--- src/sv/p3ts_bank.sv ---
module p3ts_bank #(
    parameter int DEPTH = 384,
    parameter int ADDR_W = 9,
    parameter int WIDTH = 8
) (
    input  logic              clk,
    input  logic              wr_en,
    input  logic [ADDR_W-1:0] wr_addr,
    input  logic [WIDTH-1:0]  wr_data,
    input  logic [ADDR_W-1:0] rd_addr,
    output logic [WIDTH-1:0]  rd_data
);

    logic [WIDTH-1:0] mem [DEPTH];

    always_ff @(posedge clk)
    begin
        if (wr_en)
        begin
            mem[wr_addr] <= wr_data;
        end
        rd_data <= mem[rd_addr];
    end

endmodule

--- config.mk ---
export PLATFORM = sky130hd
export DESIGN_NAME = p3ts_bank
export DESIGN_NICKNAME = d
export VERILOG_FILES = /design/src/sv/p3ts_bank.sv
export SDC_FILE = /design/constraint.sdc
export NUM_CORES = 2
export LEC_CHECK = 0
export ABC_AREA = 1
export BUFFER_PORTS_ARGS = -buffer_cell sky130_fd_sc_hd__buf_2
export CORE_MARGIN = 4
export CORE_UTILIZATION = 40
export DETAILED_ROUTE_END_ITERATION = 8
export GPL_TIMING_DRIVEN = 0
export PLACE_DENSITY = 0.5
export SYNTH_ARGS = -nofsm -noshare
export SYNTH_HDL_FRONTEND = slang
export SYNTH_SLANG_ARGS = --single-unit
export TNS_END_PERCENT = 50
--- constraint.sdc ---
create_clock -name clk -period 2.9 [get_ports clk]
set_input_delay 0.145 -clock clk [delete_from_list [all_inputs] [get_ports clk]]
set_output_delay 0.145 -clock clk [all_outputs]
set_load 0.02 [all_outputs]
==> impl_metrics.sql <==
INSERT INTO impl_metrics (metric_group, metric, value, unit) VALUES
('logic_synthesis', 'count_of_different_cell_masters_after_synthesis', '22', ''),
('logic_synthesis', 'netlist_instances', '10320', ''),
('place', 'placed_area', '131800', 'sq um'),
('logic_synthesis', 'synth_area_per_cell', '12.12', 'sq um'),
('global_routing', 'number_of_global_route_vias_before_repair', '84820', ''),
('detailed_routing', 'drc', '0', ''),
('run_status', 'run_status', 'finished with violations', ''),
('place', 'dp_hpwl', '396900', 'microns'),
('setup_path', 'worstReg2RegEnd', 'rd_data[0]', ''),
('clock_network', 'clkSlewWorstSetupHoldPaths', '0.06', 'ns'),
('place', 'place.detailed.instances', '14540', ''),
('timing', 'hold_viol', '0', ''),
('timing', 'final_max_slew_viol_count', '36', ''),
('logic_synthesis', 'synth-xor-area-share', '0', '%'),
('layout', 'seq_area', '92410', 'sq um'),
('timing', 'timing.final.ws_setup', '-0.1961', 'ns'),
('layout', 'area_growth_syn_to_layout', '14.30', '%'),
('setup_path', 'cp.arrival', '3.91', 'ns'),
('timing', 'worst_case_headroom_to_the_max_slew_limit', '-5.236', '%'),
('setup_path', 'crit-reg2reg-launch', 'mem[370][0]', ''),
('global_routing', 'grt_start_max_net_pins', '137', ''),
('setup_path', 'worst_setup_start_kind', 'input pin', ''),
('timing', 'rsz_0062_raised_after_global_routing', 'yes', ''),
('floorplan', 'ios', '36', ''),
('worst_hold_path', 'holdCritPathClass', 'in -> reg', ''),
('logic_synthesis', 'synth_fa_ha_area_share', '0', '%'),
('floorplan', 'core_area', '311600', 'sq um'),
('detailed_routing', 'final_antenna_net_count', '0', ''),
('timing', 'timing.hold.ws', '0.07889', 'ns'),
('layout', 'nets', '10780', ''),
('run_status', 'violated_checks', 'max-capacitance violations, max-slew violations, negative setup slack', ''),
('place', 'place_ws', '-1.621', 'ns'),
('layout', 'post-route-cell-area', '142900', 'sq um'),
('global_routing', 'grtUsageTotal', '34.37', '%'),
('pwr', 'ir_worst_vdd', '501.7', 'uV'),
('logic_synthesis', 'synth.cell_area', '125100', 'sq um'),
('detailed_routing', 'wl', '571200', 'microns'),
('timing', 'max_clock_freq', '323.0', 'MHz'),
('layout', 'layout.filler_cells', '28360', ''),
('clock_network', 'postCtsSetupRepairBufs', '0', ''),
('timing', 'timing.final.crit_share', '106.8', '%'),
('floorplan', 'fp.dieArea', '321600', 'sq um'),
('clock_network', 'clock_latency', '0.94', 'ns'),
('logic_synthesis', 'synth.ff_latch_count', '3080', ''),
('floorplan', 'initial_utilization', '40.13', '%'),
('worst_hold_path', 'timing.hold.worst_endpoint', 'rd_data[3]', ''),
('floorplan', 'std_cell_rows', '205', ''),
('setup_path', 'crit_required', '3.72', 'ns'),
('timing', 'fin_skew', '0.04714', 'ns'),
('clock_network', 'clockRootBuffer', 'sky130_fd_sc_hd__clkbuf_16', ''),
('global_routing', 'globalRouteOverflowTotal', '0', ''),
('worst_hold_path', 'min_delay_path_depth', '8', ''),
('setup_path', 'reg2reg_depth', '10', ''),
('detailed_routing', 'routed_wire_length_per_instance', '37.59', 'microns'),
('place', 'buffer_ports.inserted', '29', ''),
('floorplan', 'die-width', '567.1', 'microns'),
('detailed_routing', 'vias', '93190', ''),
('timing', 'tightest_slew', '1.573', 'ns'),
('layout', 'post_route_cells_drive_above_1_share', '9.781', '%'),
('logic_synthesis', 'synth_warnings', '0', ''),
('setup_path', 'critPathMaxFanout', '10', ''),
('layout', 'non_filler_cells_final', '15190', ''),
('logic_synthesis', 'synth_sequential_area_ratio', '73.89', '%'),
('job', 'max_cap_viol_count', '7', ''),
('logic_synthesis', 'area_fraction_in_compound_gates_after_synthesis', '3.250', '%'),
('setup_path', 'setup.worst_path.end_class', 'flip-flop', ''),
('pwr', 'p_per_area', '696.2', 'nW/um^2'),
('layout', 'multi_input_comb_area', '28280', 'sq um'),
('clock_network', 'tritoncts.num_buffers', '338', ''),
('timing', 'setup_viol_count_final', '87', ''),
('pwr', 'cellLeakagePower', '49.00', 'nW');
-- power by group --
part	internal, mW	switching, mW	total [mW]
sequential	49.0	0.0362	49.1
combinational	1.61	6.32	7.93
clock	23.7	18.8	42.5
total	74.4	25.1	99.5
-- cells in the mapped netlist --
master | instances | share of area (%)
sky130_fd_sc_hd__clkbuf_1 | 253 | 0.76
sky130_fd_sc_hd__edfxtp_1 | 3072 | 74
sky130_fd_sc_hd__nor3_1 | 9 | 0.036
sky130_fd_sc_hd__inv_2 | 1 | 0.0030
sky130_fd_sc_hd__buf_2 | 218 | 0.87
sky130_fd_sc_hd__inv_4 | 1 | 0.0050
sky130_fd_sc_hd__o22ai_1 | 240 | 1.2
sky130_fd_sc_hd__nand3_1 | 2192 | 8.8
sky130_fd_sc_hd__buf_4 | 44 | 0.26
sky130_fd_sc_hd__nand2_1 | 2632 | 7.9
sky130_fd_sc_hd__buf_6 | 134 | 1.2
sky130_fd_sc_hd__clkbuf_2 | 1 | 0.0040
sky130_fd_sc_hd__inv_1 | 51 | 0.15
sky130_fd_sc_hd__o21ai_1 | 62 | 0.25
sky130_fd_sc_hd__clkinv_1 | 2 | 0.0060
sky130_fd_sc_hd__buf_12 | 1 | 0.016
sky130_fd_sc_hd__o21ai_0 | 434 | 1.7
sky130_fd_sc_hd__a21oi_1 | 16 | 0.064
sky130_fd_sc_hd__buf_8 | 2 | 0.024
sky130_fd_sc_hd__buf_1 | 78 | 0.23
sky130_fd_sc_hd__nor2_1 | 866 | 2.6
sky130_fd_sc_hd__dfxtp_1 | 8 | 0.13
-- cell type report --
type | instances | share of cell area, %
flip-flops and latches | 3080 | 64.65
multi-input cells | 6451 | 19.79
clock buffers | 397 | 6.117
well taps | 4140 | 3.624
plain buffers | 729 | 3.135
clock inverters | 203 | 1.336
repair buffers | 96 | 1.130
inverters | 55 | 0.1462
diodes | 43 | 0.07528
-- routing by layer --
metal  share of wire [%]  routed length (microns)  global-route usage [%]  vias up
met5               0.049                      282                       0        -
met4                 5.4                    30810                   17.12       36
met3                  14                    79850                   12.02     1166
met2                  41                   236200                   48.14     6829
met1                  39                   224000                   47.33    47250
li1                    -                        -                       -    37910
-- critical path, cell delays in order --
cell and delay, ns:
sky130_fd_sc_hd__buf_2 0.38, sky130_fd_sc_hd__buf_2 0.66, sky130_fd_sc_hd__clkdlybuf4s15_2 0.79, sky130_fd_sc_hd__nand3_1 0.24, sky130_fd_sc_hd__nand3_1 0.11, sky130_fd_sc_hd__nand3_1 0.46, sky130_fd_sc_hd__nand2_1 0.21, sky130_fd_sc_hd__nand2_1 0.08
sky130_fd_sc_hd__nand2_1 0.09, sky130_fd_sc_hd__nand2_1 0.07, sky130_fd_sc_hd__nand3_1 0.10, sky130_fd_sc_hd__nand3_1 0.20, sky130_fd_sc_hd__nand2_1 0.34
-- sequential cells by signal, indices dropped and copies added (netlist names) --
| signal | cells |
|---|---|
| mem | 3072 |
| rd_data | 8 |
-- per-stage QoR --
| step | setup TNS [ns] | utilization [%] |
|---|---|---|
| finish | -5.139 | 45.86 |
| global route | -0.01453 | 45.84 |
| CTS | 0 | 45.80 |
| detailed placement | -1352.13 | 42.29 |
| global placement | - | 41.84 |
| floorplan | 0 | - |
-- logic make-up after synthesis --
family	Yosys count
AOI/OAI and AO/OA	752
and+or+nand+nor	5699
buffers and inverters	786
DFF	3080
-- worst max-delay path by stage --
stage / from / to / slack [ns]
after floorplan: wr_addr[6] / mem[366][0] / 1.19
after detailed placement: rd_addr[1] / rd_data[6] / -1.62
after global routing: wr_addr[0] / mem[125][6] / -0.008
after global placement: wr_data[0] / mem[230][0] / -4.90
after CTS: rd_addr[1] / rd_data[4] / 0.01
final: rd_addr[2] / rd_data[0] / -0.20
-- placed cells by master (no fill, tap or decap), drive strengths merged --
cell type / netlist / layout
bufinv: 0 / 23
nand2: 2632 / 2632
nand3: 2192 / 2192
clkdlybuf4s18: 0 / 1
clkdlybuf4s15: 0 / 17
edfxtp: 3072 / 3072
diode: 0 / 43
o22ai: 240 / 240
clkbuf: 254 / 654
dlygate4sd3: 0 / 11
clkinv: 2 / 158
nor3: 9 / 9
a21oi: 16 / 16
clkinvlp: 0 / 9
inv: 53 / 68
buf: 477 / 539
nor2: 866 / 866
o21ai: 496 / 496
dfxtp: 8 / 8
-- repair_timing --
| action | 4_1_cts | 5_1_grt |
|---|---|---|
| endpoints found under the hold margin | 783 | 0 |
| setup endpoints to repair | 24 | 44 |
| resized for setup | 67 | 51 |
| hold buffers | 11 | 0 |
Note: power is estimated with default switching activity, not from simulation.
